File: config.mk
export PLATFORM = sky130hd
export DESIGN_NAME = psort_cell
export DESIGN_NICKNAME = d
export VERILOG_FILES = /design/src/psort_pkg.sv /design/src/psort_cell.sv
export SDC_FILE = /design/constraint.sdc
export NUM_CORES = 1
export LEC_CHECK = 0
export ABC_AREA = 1
export BUFFER_PORTS_ARGS = -buffer_cell sky130_fd_sc_hd__buf_2
export CAP_MARGIN = 20
export CELL_PAD_IN_SITES_DETAIL_PLACEMENT = 1
export CELL_PAD_IN_SITES_GLOBAL_PLACEMENT = 2
export CORE_ASPECT_RATIO = 0.75
export CORE_UTILIZATION = 28
export CTS_BUF_LIST = sky130_fd_sc_hd__clkbuf_8
export DETAILED_ROUTE_END_ITERATION = 8
export GPL_ROUTABILITY_DRIVEN = 1
export PLACE_DENSITY_LB_ADDON = 0.1
export REMOVE_ABC_BUFFERS = 1
export SLEW_MARGIN = 20
export SYNTH_ARGS = -nofsm -noshare
export SYNTH_HDL_FRONTEND = slang
export SYNTH_SLANG_ARGS = --single-unit
File: constraint.sdc
create_clock -name clk -period 4.85 [get_ports clk]
set_input_delay 0.485 -clock clk [delete_from_list [all_inputs] [get_ports clk]]
set_output_delay 0.485 -clock clk [all_outputs]
set_load 0.02 [all_outputs]
File: src/psort_pkg.sv
`timescale 1ns / 1ps

package psort_pkg;

    localparam int MAX_PATCHES = 256;
    localparam int POS_W       = $clog2(MAX_PATCHES);
    localparam int CNT_W       = $clog2(MAX_PATCHES + 1);
    localparam int LO_W        = (POS_W + 1) / 2;
    localparam int HI_W        = POS_W - LO_W;
    localparam int GROUP_SIZE  = 2 ** LO_W;
    localparam int NUM_GROUPS  = 2 ** HI_W;

    localparam int OP_W    = 2;
    localparam int INDEX_W = 8;
    localparam int LEVEL_W = 3;
    localparam int DIST_W  = 26;
    localparam int KEY_W   = LEVEL_W + DIST_W;

    typedef enum logic [OP_W-1:0] {
        OP_LOAD  = 2'd0,
        OP_READ  = 2'd1,
        OP_CLEAR = 2'd2
    } op_t;

    typedef struct packed {
        logic [LEVEL_W-1:0] level;
        logic [DIST_W-1:0]  sq_dist;
        logic [INDEX_W-1:0] index;
    } entry_t;

    typedef struct packed {
        logic ins_en;
        logic occupied;
    } cell_ctl_t;

    typedef enum logic [2:0] {
        S_IDLE = 3'b001,
        S_SEL  = 3'b010,
        S_FIN  = 3'b100
    } state_t;

endpackage

File: src/psort_cell.sv
`timescale 1ns / 1ps

module psort_cell
    import psort_pkg::*;
(
    input  logic      clk,
    input  cell_ctl_t ctl,
    input  entry_t    new_entry,
    input  entry_t    left_entry,
    input  logic      left_take,
    output logic      take,
    output entry_t    entry
);

    entry_t entry_reg;
    entry_t entry_next;
    logic   key_gt;

    // strict compare: an equal key stays ahead of the new item
    assign key_gt = {entry_reg.level, entry_reg.sq_dist} > {new_entry.level, new_entry.sq_dist};
    assign take   = !ctl.occupied || key_gt;

    always_comb
    begin
        entry_next = entry_reg;
        if (ctl.ins_en && take)
        begin
            entry_next = left_take ? left_entry : new_entry;
        end
    end

    always_ff @(posedge clk)
    begin
        entry_reg <= entry_next;
    end

    assign entry = entry_reg;

endmodule

Word level (Yosys, flattened, before mapping)
Index checks and enable logic that the tools add are counted.
{ "totals": {"ff_bits": 37, "output_inout_bits": 38} }
{ "classes": {"mux": 1, "order_cmp": 1, "reduce_logical": 3} }
{ "ops": {"columns": ["operator", "n"], "rows": [
  ["$mux 37", 1],
  ["$gt 29x29->1", 1],
  ["$logic_and 1x1->1", 1],
  ["$logic_not 1->1", 1],
  ["$logic_or 1x1->1", 1]
]} }

Longest topological paths before layout
Gate-level depths: netlist of run 1.
{ "logic_depth": {"depth_word": 3, "mapped_depth": 12, "mapped_depth_nobuf": 12} }

Worst setup path after synthesis of run 1
Ideal clock, no wire load.
{ "synth_path": {"path_type": "register -> register", "from": "register entry_reg, in the netlist entry[20]", "to": "register entry_reg, in the netlist entry[0] (enable)", "setup_ns": 0.407, "slack_ns": 1.924, "required_ns": 4.443, "synth_period_minus_slack_ns": 2.926, "t_arrival_ns": 2.519, "stages_incl_launch_ff": 12, "path_cell_list": "edfxtp_1 > ha_1 > nand2_1 > nor2_2 > inv_1 > nor2_2 > nand2_1 > nand2_1 > nand2_1 > nand2_1 > nand2_2 > a21oi_2"} }
{ "synth_between": {"elab_chain_cells": 3} }
{ "synth_rtl": {"columns": ["item", "line_no", "text"], "rows": [
  ["start, declared", "psort_cell.sv:15", "entry_t entry_reg;"],
  ["start signal, assigned", "psort_cell.sv:34", "entry_reg <= entry_next;"],
  ["$gt 29x29->1", "psort_cell.sv:20", "assign key_gt = {entry_reg.level, entry_reg.sq_dist} > {new_entry.level, new_entry.sq_dist};"],
  ["$logic_or 1x1->1", "psort_cell.sv:21", "assign take = !ctl.occupied || key_gt;"],
  ["$logic_and 1x1->1", "psort_cell.sv:26", "if (ctl.ins_en && take)"]
]} }
No other way between the ends.
A chain may end at the register's enable or synchronous reset.

Worst setup path after layout of run 1
{ "layout_path": {"from": "register entry_reg, in the netlist entry[36]", "to": "register entry_reg, in the netlist entry[26] (enable)"} }
Same word-level chain as after synthesis.

==> key figures, run 1 <==
Run status
  • Outcome: completed

Global routing
  • GR met1 Demand/Resource: between 10% and 20%
  • Antenna violations before repair: 0
  • Met3 Resource Use GR: 4.57%
  • GR Layer Usage met2: 21.5%
  • GRT overflow: 0
  • Global-route total usage across every layer: a little over an eighth
  • First-pass GRT wire length: 9170 µm
  • Maximum number of pins on one net before global-route repair: 66
  • Via count of the first global-routing pass: 2007
  • Highest-utilization routing layer at the global route stage: met2

Finish
  • Fraction of layout cells with a size suffix above 1: 36.7%
  • Flip-flop count of the largest register, all copies and words added: 37
  • Most common library cell in the layout ignoring fill and taps: buf_2
  • Final Instance Area: 0.00312 mm²
  • Layout Area Growth over Synthesis: 33.6%
  • Non-Filler Instances: 478
  • Number of antenna repair diodes: 0
  • Leading cell types in the layout, fill and taps excluded: buf_2, nand2_1, inv_1, edfxtp_1, ha_1
  • Net count reported at finish: about 480

Critical path
  • Buffers and inverters on the worst path: 1
  • Endpoint of the worst-slack reg-to-reg timing path: entry[26]
  • Data arrival, critical path: 2710 ps
  • Reg-to-reg slack, setup: 2120 ps
  • FF-to-FF Start: entry[36]
  • Type of destination of the critical path: flip-flop
  • Series of cell instances along the critical path: ha_1 > nand2_1 > nor2_1 > nand2_1 > nor3_2 > nand2_1 > nand2_1 > nand2_2 > a21oi_4 > buf_4
  • Critical-path cell with the highest stage delay: a21oi_4
  • Critical path required time: 4820 ps
  • Largest stage delay, worst path: ~610 ps
  • Maximum fanout along the worst path: 23
  • Setup CP Type: flip-flop to flip-flop
  • Count of cells along the worst register-to-register path: 10
  • Most frequent cell on the critical path: nand2_1
  • Crit path launch type: flip-flop
  • CP top delay family: simple AND/OR/NAND/NOR gates

Route
  • Count of routing violations after the opening detailed-route iteration: 52
  • Iteration count of the initial detailed-routing pass: 4
  • Post-DR wirelength/cell: 12.0 µm
  • Routed vias: 2015
  • Wire length reported by the detailed router: 5750 µm
  • Number of antenna-violating nets in the routed design: 0
  • Number of DRC violations after detailed routing: 0
  • Ratio of routed vias to standard cells: between 4 and 5

Synth
  • Instance count of the mapped netlist: roughly 260
  • Share of the yosys chip area belonging to registers: between 40% and 50%
  • Post-Syn Area per Cell: 9.15 µm²
  • Combined area of all synthesized cells: 0.00233 mm²
  • Number of unique standard cell types used by synthesis: 19
  • Post-synthesis sequential element count: 37
  • Synthesis warning total: 0

Timing
  • Count of endpoints failing hold in the final timing report: 0
  • Maximum clock rate: 366 MHz
  • Finish-stage setup viols: 0
  • Final worst hold slack: 477 ps
  • Worst slew margin relative to its limit: between 40% and 50%
  • Worst slew pin tran: 759 ps
  • Unrepaired setup endpoints after global routing: false
  • Setup skew after layout: 6.59 ps
  • Max-slew violation count: 0
  • Setup TNS: 0 ps
  • Fin crit period: 2730 ps
  • Period utilization: between 50 and 60%
  • Fin worst setup slack: 2120 ps

Clock network
  • Depth of the CTS H-tree: 2
  • Clock root cell: clkbuf_8
  • Largest buffer count on any clock path: 2
  • Clock tree sinks: 37
  • Post-CTS Resized: 0
  • Setup fix buffers added after clock tree synthesis: 0
  • CTS tree: built
  • Clock-pin slew on the worst setup and hold paths: 70 ps
  • Hold buffer count at CTS: 0
  • Latest clock arrival within the worst-skew pair: 280 ps
  • Num CTS Buffers: 5

Min path
  • Worst min-delay path endpoint: entry[34]
  • Hold wc startpoint: left_entry[34]
  • Worst hold path stage count: 3
  • Class of the tightest hold or removal check: input pin to flip-flop

Power
  • Leakage component of the power: 0.00161 µW
  • IR Drop Worst-Case VDD: ~100 µV
  • Power density of the placed cells: 258 mW/mm²

Place
  • Pre-CTS WS: 1820 ps
  • DP Area: 0.00303 mm²
  • IO buf count: 115
  • Number of cells in the design after placement: 470
  • RD Place Congestion: roughly 0.67
  • Total half-perimeter wirelength after legalization and detailed placement: ~4700 µm

Die
  • Die X: 107 µm
  • Total die area: 0.00870 mm²
  • IO Count: 116
  • Standard cell core area: 0.00799 mm²
  • Effective utilization at floorplan: 29.2%
  • Y dimension of the die: between 80 and 90 µm
  • Std-Cell Rows: 28

Run
  • Max capacitance violation total: 0
[how the worst max path moves through the flow]
stage | startpoint | depth (start not counted) | slack [ps] | endpoint
after floorplan | entry[20] | 11 | 1920 | entry[0]
after global placement | new_entry[36] | 12 | 1920 | entry[13]
after detailed placement | new_entry[36] | 12 | 1820 | entry[16]
after CTS | entry[36] | 10 | 2010 | entry[13]
after global routing | entry[20] | 12 | 1850 | entry[28]
final | entry[36] | 10 | 2120 | entry[26]
[cell type report]
class | count | area (µm²)
Inverter | 43 | 161
Fill cell | 1002 | 4870
Timing Repair Buffer | 117 | 591
Clock buffer | 5 | 68.8
Clock inverter | 3 | 12.5
Tap cell | 105 | 131
Sequential cell | 37 | 1110
Multi-Input combinational cell | 168 | 1040
[tightest hold or removal path: stages]
cell	delay [ps]
buf_2	70
nand2_1	40
o21ai_0	50
[Yosys cell counts]
cell	n	area (µm²)
a21o_1	2	15.0
a21oi_1	9	45.0
a21oi_2	1	8.76
buf_1	1	3.75
buf_2	1	5.00
clkbuf_1	5	18.8
edfxtp_1	37	1110
ha_1	29	363
inv_1	43	161
mux2_2	9	101
nand2_1	74	278
nand2_2	1	6.26
nand3_1	2	10.0
nand4_1	1	6.26
nor2_1	8	30.0
nor2_2	2	12.5
nor3_2	1	10.0
nor4_1	1	6.26
o21ai_0	28	140
[metal layers]
layer  part of all wire [%]  wire (µm)
met1                     49       2800
met2                     43       2490
met3                    7.6        437
met4                   0.30         17
met5                      0          0
[logic make-up (layout without fill, tap and decap cells)]
kind of cell	Yosys count	in the layout	synth area share [%]
and+or+nand+nor	90	90	15.4
buffers and inverters	50	168	8.10
AOI/OAI and AO/OA	40	40	8.96
DFF	37	37	47.6
adders and majority gates	29	29	15.6
muxes	9	9	4.35
[report_power, final]
| group | switching, µW | total [µW] | internal [µW] |
|---|---|---|---|
| registers | 11.5 | 397 | 385 |
| logic | 121 | 202 | 80.7 |
| clock network | 108 | 204 | 96.8 |
| total | 240 | 803 | 563 |
[per-stage QoR]
| stage | power [µW] | util [%] |
|---|---|---|
| finish | 803 | 39.0 |
| floorplan | 520 | - |
| CTS | 820 | 39.0 |
| global route | 860 | 39.0 |
| detailed placement | 610 | 38.0 |
| global placement | 607 | 38.0 |
No activity file was read; power rests on OpenSTA's default activity.
==> run 2: changes to the inputs <==
--- a/config.mk
+++ b/config.mk
@@ -5,13 +5,13 @@
 export SDC_FILE = /design/constraint.sdc
 export NUM_CORES = 1
 export LEC_CHECK = 0
-export ABC_AREA = 1
+export ABC_AREA = 0
 export BUFFER_PORTS_ARGS = -buffer_cell sky130_fd_sc_hd__buf_2
 export CAP_MARGIN = 20
 export CELL_PAD_IN_SITES_DETAIL_PLACEMENT = 1
 export CELL_PAD_IN_SITES_GLOBAL_PLACEMENT = 2
 export CORE_ASPECT_RATIO = 0.75
-export CORE_UTILIZATION = 28
+export CORE_UTILIZATION = 27
 export CTS_BUF_LIST = sky130_fd_sc_hd__clkbuf_8
 export DETAILED_ROUTE_END_ITERATION = 8
 export GPL_ROUTABILITY_DRIVEN = 1
==> constraint.sdc (replaced) <==
create_clock -name clk -period 2.77 [get_ports clk]
set_input_delay 0.277 -clock clk [delete_from_list [all_inputs] [get_ports clk]]
set_output_delay 0.277 -clock clk [all_outputs]
set_load 0.02 [all_outputs]
==> key figures, run 2 <==
Run status
  • Outcome: completed

Timing
  • Max-slew violation count: 0 (unchanged)
  • Maximum clock rate: ~400 MHz
  • Setup skew after layout: 8.55 ps (+1.96 ps)
  • Finish-stage setup viols: 0 (unchanged)
  • Worst slew margin relative to its limit: 61.5% (+12 points)
  • Count of endpoints failing hold in the final timing report: 0 (unchanged)
  • Fin crit period: around 2500 ps
  • Fin worst setup slack: 301 ps (-1820 ps)
  • Worst slew pin tran: 577 ps (-181 ps)
  • Period utilization: between 80% and 90%
  • Unrepaired setup endpoints after global routing: false

Synth
  • Post-synth EDFFs: 37 (unchanged)
  • Fraction of synthesized cell area taken by the top area cell type: 49.6% (+1.9 points)
  • Synthesis warning total: 0 (unchanged)
  • Instance count of the mapped netlist: 215 (-16%)
  • Most numerous cell in the Yosys netlist: edfxtp_1
  • Most instantiated flip-flop cell in the synthesis netlist: edfxtp_1
  • FFs w/ async S/R, synth: 0% (unchanged)
  • Number of unique standard cell types used by synthesis: 26 (+7)
  • Post-Syn Area per Cell: 10.4 µm² (+14%)
  • Share of the yosys chip area belonging to registers: 49.6% (+1.9 points)
  • Post-synthesis sequential element count: 37 (unchanged)
  • Combined area of all synthesized cells: 0.00224 mm² (-3.9%)
  • Largest area contributor in the netlist: edfxtp_1
  • Cell types with the highest counts after synthesis: edfxtp_1, nand2_1, o21ai_0
  • Cell types with the largest area share after synthesis: edfxtp_1, ha_1, o21ai_0, nand2_1, inv_1

Die
  • Total die area: 0.00868 mm² (-0.30%)
  • Die X: 107 µm (-0.15%)
  • Std-Cell Rows: 28 (unchanged)
  • Standard cell core area: 0.00795 mm² (-0.44%)
  • Effective utilization at floorplan: 28.2% (-1.0 points)
  • IO Count: 116 (unchanged)
  • Y dimension of the die: 80.9 µm (-0.15%)

Route
  • Wire length reported by the detailed router: 5960 µm (+3.7%)
  • Number of antenna-violating nets in the routed design: 0 (unchanged)
  • Count of routing violations after the opening detailed-route iteration: 68 (+31%)
  • Ratio of routed vias to standard cells: 4.45 (+5.5%)
  • Number of DRC violations after detailed routing: 0 (unchanged)
  • Routed vias: 1956 (-2.9%)
  • Iteration count of the initial detailed-routing pass: 4 (unchanged)
  • Post-DR wirelength/cell: 13.5 µm (+13%)

Clock network
  • Hold buffer count at CTS: 0 (unchanged)
  • Clock root cell: clkbuf_8
  • Setup fix buffers added after clock tree synthesis: 0 (unchanged)
  • Num CTS Buffers: 5 (unchanged)
  • Largest buffer count on any clock path: 2 (unchanged)
  • Clock-pin slew on the worst setup and hold paths: 90 ps (+20 ps)
  • CTS tree: built
  • Latest clock arrival within the worst-skew pair: 290 ps (about the same)
  • Depth of the CTS H-tree: 2 (unchanged)
  • Clock tree sinks: 37 (unchanged)

Power
  • Leakage component of the power: 0.00151 µW (-5.9%)
  • Power density of the placed cells: 518 mW/mm² (+100%)
  • IR Drop Worst-Case VDD: 190 µV (+86%)

Critical path
  • Critical path required time: 2490 ps (-2330 ps)
  • Maximum fanout along the worst path: 4 (-83%)
  • Setup CP Type: flip-flop to output port
  • Reg-to-reg slack, setup: 460 ps (-1660 ps)
  • Count of cells along the worst register-to-register path: 7 (-3)
  • Crit path launch type: flip-flop
  • Critical path origin: entry[35]
  • Endpoint of the worst-slack reg-to-reg timing path: entry[25]
  • FF-to-FF Start: entry[12]
  • Last element of the critical path: take
  • Type of destination of the critical path: output port
  • Data arrival, critical path: 2190 ps (-520 ps)

Place
  • IO buf count: 115 (unchanged)
  • Pre-CTS WS: 405 ps (-1410 ps)
  • Total half-perimeter wirelength after legalization and detailed placement: 4860 µm (+4.0%)
  • RD Place Congestion: 0.730 (+8.2%)
  • DP Area: 0.00296 mm² (-2.4%)

Finish
  • Number of antenna repair diodes: 0 (unchanged)
  • Most common library cell in the layout ignoring fill and taps: buf_2
  • Fraction of layout cells with a size suffix above 1: 41.5% (+4.8 points)
  • Util after Layout: 39.1% (+0.077 points)
  • Net count reported at finish: 441 (-7.9%)
  • Leading cell types in the layout, fill and taps excluded: buf_2, edfxtp_1, nand2_1, o21ai_0
  • Flip-flop count of the largest register, all copies and words added: 37 (unchanged)
  • Final-layout fill cell count: 966 (-3.6%)
  • Final Instance Area: 0.00311 mm² (-0.24%)
  • Layout Area Growth over Synthesis: 38.6%

Global routing
  • GRT overflow: 0 (unchanged)
  • Antenna violations before repair: 0 (unchanged)
  • Global-route total usage across every layer: 14.1% (+0.50 points)
  • Via count of the first global-routing pass: 1921 (-4.3%)
  • Maximum number of pins on one net before global-route repair: 34 (-48%)
  • First-pass GRT wire length: 9350 µm (+2.0%)

Min path
  • Class of the tightest hold or removal check: input pin to flip-flop

Run
  • Max capacitance violation total: 0 (unchanged)
==> run 2: cell types whose count changed after synthesis, moves of 2 or more <==
cell,delta
nor2_1,-6
nand3_1,+4
nand4_1,+3
a21oi_1,+3
inv_1,-14
o21ai_0,+3
nand2_1,-40
nor2_2,-2
and4_1,+3
==> run 2: repair_timing <==
action                     CTS  global route
hold endpoints to repair     0             0
resized for setup            0             1
setup endpoints to repair    0             1
==> run 2: kinds of logic after synthesis <==
kind of cell | count (synthesis) | synth area share (%)
simple gates | 53 | 11.0
compound gates | 51 | 12.6
flops | 37 | 49.6
buf+inv | 36 | 6.08
fa+ha+maj | 29 | 16.2
mux | 9 | 4.52
==> run 2: final cells by class <==
type                    count  area (µm²)  area share, %
clock buffers               5        68.8           2.21
clock inverters             3        68.8           2.21
inverters                  29         109           3.50
multi-input cells         142        1010           32.6
flip-flops and latches     37        1110           35.7
well taps                 105         131           4.23
repair buffers            119         606           19.5
==> run 2: stage by stage <==
step           hold WS [ps]  cells  setup TNS, ps  total power, µW
3_3_place_gp            559    432              0             1050
4_1_cts                 248    440              0             1640
2_1_floorplan           464    208         -35600              892
3_5_place_dp            563    432              0             1050
5_1_grt                 266    440              0             1700
6_report                262    440              0             1610
==> run 2: power breakdown <==
group | leakage (µW) | internal [µW] | switching [µW]
Clock | 0.0000687 | 363 | 215
Combinational | 0.00109 | 141 | 197
Sequential | 0.000356 | 673 | 21.1
==> run 2: worst min path at each step <==
stage,from,end,slack (ps),depth (start not counted)
after detailed placement,left_entry[31],entry[31],560,3
after CTS,left_entry[9],entry[9],250,3
after global placement,left_entry[35],entry[35],560,3
after global routing,left_entry[22],entry[22],270,3
final,left_entry[9],entry[9],260,3
after floorplan,left_take,entry[10],460,2
==> run 2: critical path, cell delays in order (launching register included) <==
cell and delay (ps):
edfxtp_1 420, ha_1 340, a21oi_1 190, nand2_1 80, a221o_1 340, nor2_1 260, a21boi_1 100, buf_2 180
==> run 2: layer usage <==
layer  track usage [%]  vias to the layer above  part of all wire, %  wire length, µm
met2              21.2                       65                   43             2540
met3              4.17                        2                  6.3              375
met4              3.70                        0                 0.37               22
li1                  -                     1007                    -                -
met1              19.7                      882                   51             3020
met5                 0                        -                    0                0
==> run 3: changes to the inputs <==
--- a/config.mk
+++ b/config.mk
@@ -16,6 +16,7 @@
 export DETAILED_ROUTE_END_ITERATION = 8
 export GPL_ROUTABILITY_DRIVEN = 1
 export PLACE_DENSITY_LB_ADDON = 0.1
+export RECOVER_POWER = 100
 export REMOVE_ABC_BUFFERS = 1
 export SLEW_MARGIN = 20
 export SYNTH_ARGS = -nofsm -noshare
==> key figures, run 3 (synthesized netlist as in run 2, its figures left out) <==
Min path
  • Class of the tightest hold or removal check: input pin to flip-flop

Finish
  • Net count reported at finish: 441 (unchanged)
  • Util after Layout: 38.3% (-0.76 points)
  • Flip-flop count of the largest register, all copies and words added: 37 (unchanged)
  • Number of antenna repair diodes: 0 (unchanged)
  • Layout Area Growth over Synthesis: 35.9%
  • Most common library cell in the layout ignoring fill and taps: buf_2
  • Fraction of layout cells with a size suffix above 1: 29.6% (-12 points)
  • Leading cell types in the layout, fill and taps excluded: buf_2, clkbuf_1, edfxtp_1, nand2_1, o21ai_0

Run status
  • Outcome: completed

Global routing
  • Via count of the first global-routing pass: 1921 (unchanged)
  • First-pass GRT wire length: 9350 µm (unchanged)
  • Global-route total usage across every layer: 14.1% (unchanged)
  • Antenna violations before repair: 0 (unchanged)
  • GRT overflow: 0 (unchanged)
  • Maximum number of pins on one net before global-route repair: 34 (unchanged)

Critical path
  • Data arrival, critical path: 2440 ps (+250 ps)
  • Count of cells along the worst register-to-register path: 7 (unchanged)
  • Reg-to-reg slack, setup: 260 ps (-200 ps)
  • Cell depth of the worst setup path: 7 (unchanged)
  • Last element of the critical path: entry[25]
  • Critical-path cell with the highest stage delay: clkbuf_2
  • Endpoint of the worst-slack reg-to-reg timing path: entry[25]
  • Critical path required time: 2710 ps (+220 ps)
  • Largest stage delay, worst path: 440 ps (+20 ps)
  • Type of destination of the critical path: flip-flop
  • Crit path launch type: flip-flop
  • Setup CP Type: flip-flop to flip-flop
  • FF-to-FF Start: entry[12]
  • Maximum fanout along the worst path: 19 (+15)
  • Buffers and inverters on the worst path: 1 (unchanged)
  • CP top delay family: compound AO/OA/AOI/OAI gates
  • Series of cell instances along the critical path: ha_1 > nand3_1 > o21bai_1 > a311oi_1 > o41ai_2 > a21oi_4 > clkbuf_2
  • Critical path origin: entry[12]

Clock network
  • Clock tree sinks: 37 (unchanged)
  • Setup fix buffers added after clock tree synthesis: 0 (unchanged)
  • CTS tree: built
  • Post-CTS Resized: 0 (unchanged)
  • Clock-pin slew on the worst setup and hold paths: 90 ps (about the same)
  • Depth of the CTS H-tree: 2 (unchanged)
  • Clock root cell: clkbuf_8
  • Largest buffer count on any clock path: 2 (unchanged)
  • Latest clock arrival within the worst-skew pair: 290 ps (about the same)
  • Hold buffer count at CTS: 0 (unchanged)
  • Num CTS Buffers: 5 (unchanged)

Route
  • Iteration count of the initial detailed-routing pass: 4 (unchanged)
  • Routed vias: 1971 (+0.77%)
  • Post-DR wirelength/cell: 13.6 µm (about the same)
  • Number of DRC violations after detailed routing: 0 (unchanged)
  • Ratio of routed vias to standard cells: 4.48 (+0.77%)
  • Count of routing violations after the opening detailed-route iteration: 60 (-12%)
  • Number of antenna-violating nets in the routed design: 0 (unchanged)
  • Wire length reported by the detailed router: 5970 µm (about the same)

Power
  • IR Drop Worst-Case VDD: 190 µV (about the same)
  • Total internal power: 1160 µW (-1.2%)
  • Net load switching power: 434 µW (about the same)
  • Clock network power share: 36.1% (+0.2 points)
  • PnR Total Power: 1600 µW (-0.83%)
  • Part of the total power dissipated in combinational logic: 20.3% (-0.7 points)
  • Switch share: 27.2% (+0.24 points)
  • Leakage component of the power: 0.00140 µW (-7.6%)
  • Sequential fraction of design power: 43.6% (+0.5 points)
  • Power density of the placed cells: 524 mW/mm² (+1.1%)

Die
  • IO Count: 116 (unchanged)
  • Total die area: 0.00868 mm² (unchanged)
  • Std-Cell Rows: 28 (unchanged)
  • Y dimension of the die: 80.9 µm (unchanged)
  • Die X: 107 µm (unchanged)
  • Effective utilization at floorplan: 28.2% (unchanged)
  • Standard cell core area: 0.00795 mm² (unchanged)

Place
  • RD Place Congestion: 0.730 (unchanged)
  • Pre-CTS WS: 405 ps (unchanged)
  • Total half-perimeter wirelength after legalization and detailed placement: 4860 µm (unchanged)
  • IO buf count: 115 (unchanged)

Timing
  • Period utilization: 90.5% (+1.4 points)
  • Fin crit period: 2510 ps (+38.1 ps)
  • Setup TNS: 0 ps (unchanged)
  • Maximum clock rate: 399 MHz (-1.5%)
  • Finish-stage setup viols: 0 (unchanged)
  • Unrepaired setup endpoints after global routing: false
  • Fin worst setup slack: 262 ps (-38.1 ps)
  • Worst slew pin tran: 1370 ps (+795 ps)
  • Worst slew margin relative to its limit: 8.49% (-53 points)
  • Setup skew after layout: 9.37 ps (+0.813 ps)
  • Final worst hold slack: 261 ps (-0.299 ps)
  • Count of endpoints failing hold in the final timing report: 0 (unchanged)
  • Max-slew violation count: 0 (unchanged)

Run
  • Max capacitance violation total: 0 (unchanged)
-- run 3: worst min path at each step --
stage | to | cells past startpoint | startpoint | slack (ps)
after CTS | entry[9] | 3 | left_entry[9] | 250
after floorplan | entry[10] | 2 | left_take | 460
after global placement | entry[35] | 3 | left_entry[35] | 560
final | entry[9] | 3 | left_entry[9] | 260
after global routing | entry[22] | 3 | left_entry[22] | 270
after detailed placement | entry[31] | 3 | left_entry[31] | 560
-- run 3: final cells by class --
cell class / instances / area (µm²)
fill: 971 / 4900
sequential: 37 / 1110
multi-input combinational: 142 / 1010
timing repair buffer: 119 / 546
tap: 105 / 131
inverter: 29 / 109
clock buffer: 5 / 68.8
clock inverter: 3 / 68.8
-- run 3: through the flow --
step           instances  instance area, µm²
6_report             440                3050
3_5_place_dp         432                2960
4_1_cts              440                3100
2_1_floorplan        208                2210
5_1_grt              440                3050
3_3_place_gp         432                2960
-- run 3: power by group through the flow --
| stage | clock network, µW | registers, µW | logic, µW |
|---|---|---|---|
| finish | 577 | 696 | 325 |
| global route | 612 | 702 | 372 |
| CTS | 599 | 695 | 347 |
| detailed placement | 0 | 708 | 345 |
| global placement | 0 | 706 | 343 |
| floorplan | 0 | 760 | 132 |
-- run 3: worst register-to-register path: cells and delay by family, from the launching register on --
kind | cells | cell delay (ps)
fa+ha+maj | 1 | 330
buf+inv | 1 | 440
compound gates | 4 | 890
flops | 1 | 390
simple gates | 1 | 100
-- run 3: routing by layer --
| metal | global-route usage (%) | up-vias | share of wire (%) |
|---|---|---|---|
| li1 | - | 1011 | - |
| met1 | 19.7 | 887 | 50 |
| met2 | 21.2 | 71 | 42 |
| met3 | 4.17 | 2 | 7.7 |
| met4 | 3.70 | 0 | 0.37 |
| met5 | 0 | - | 0 |
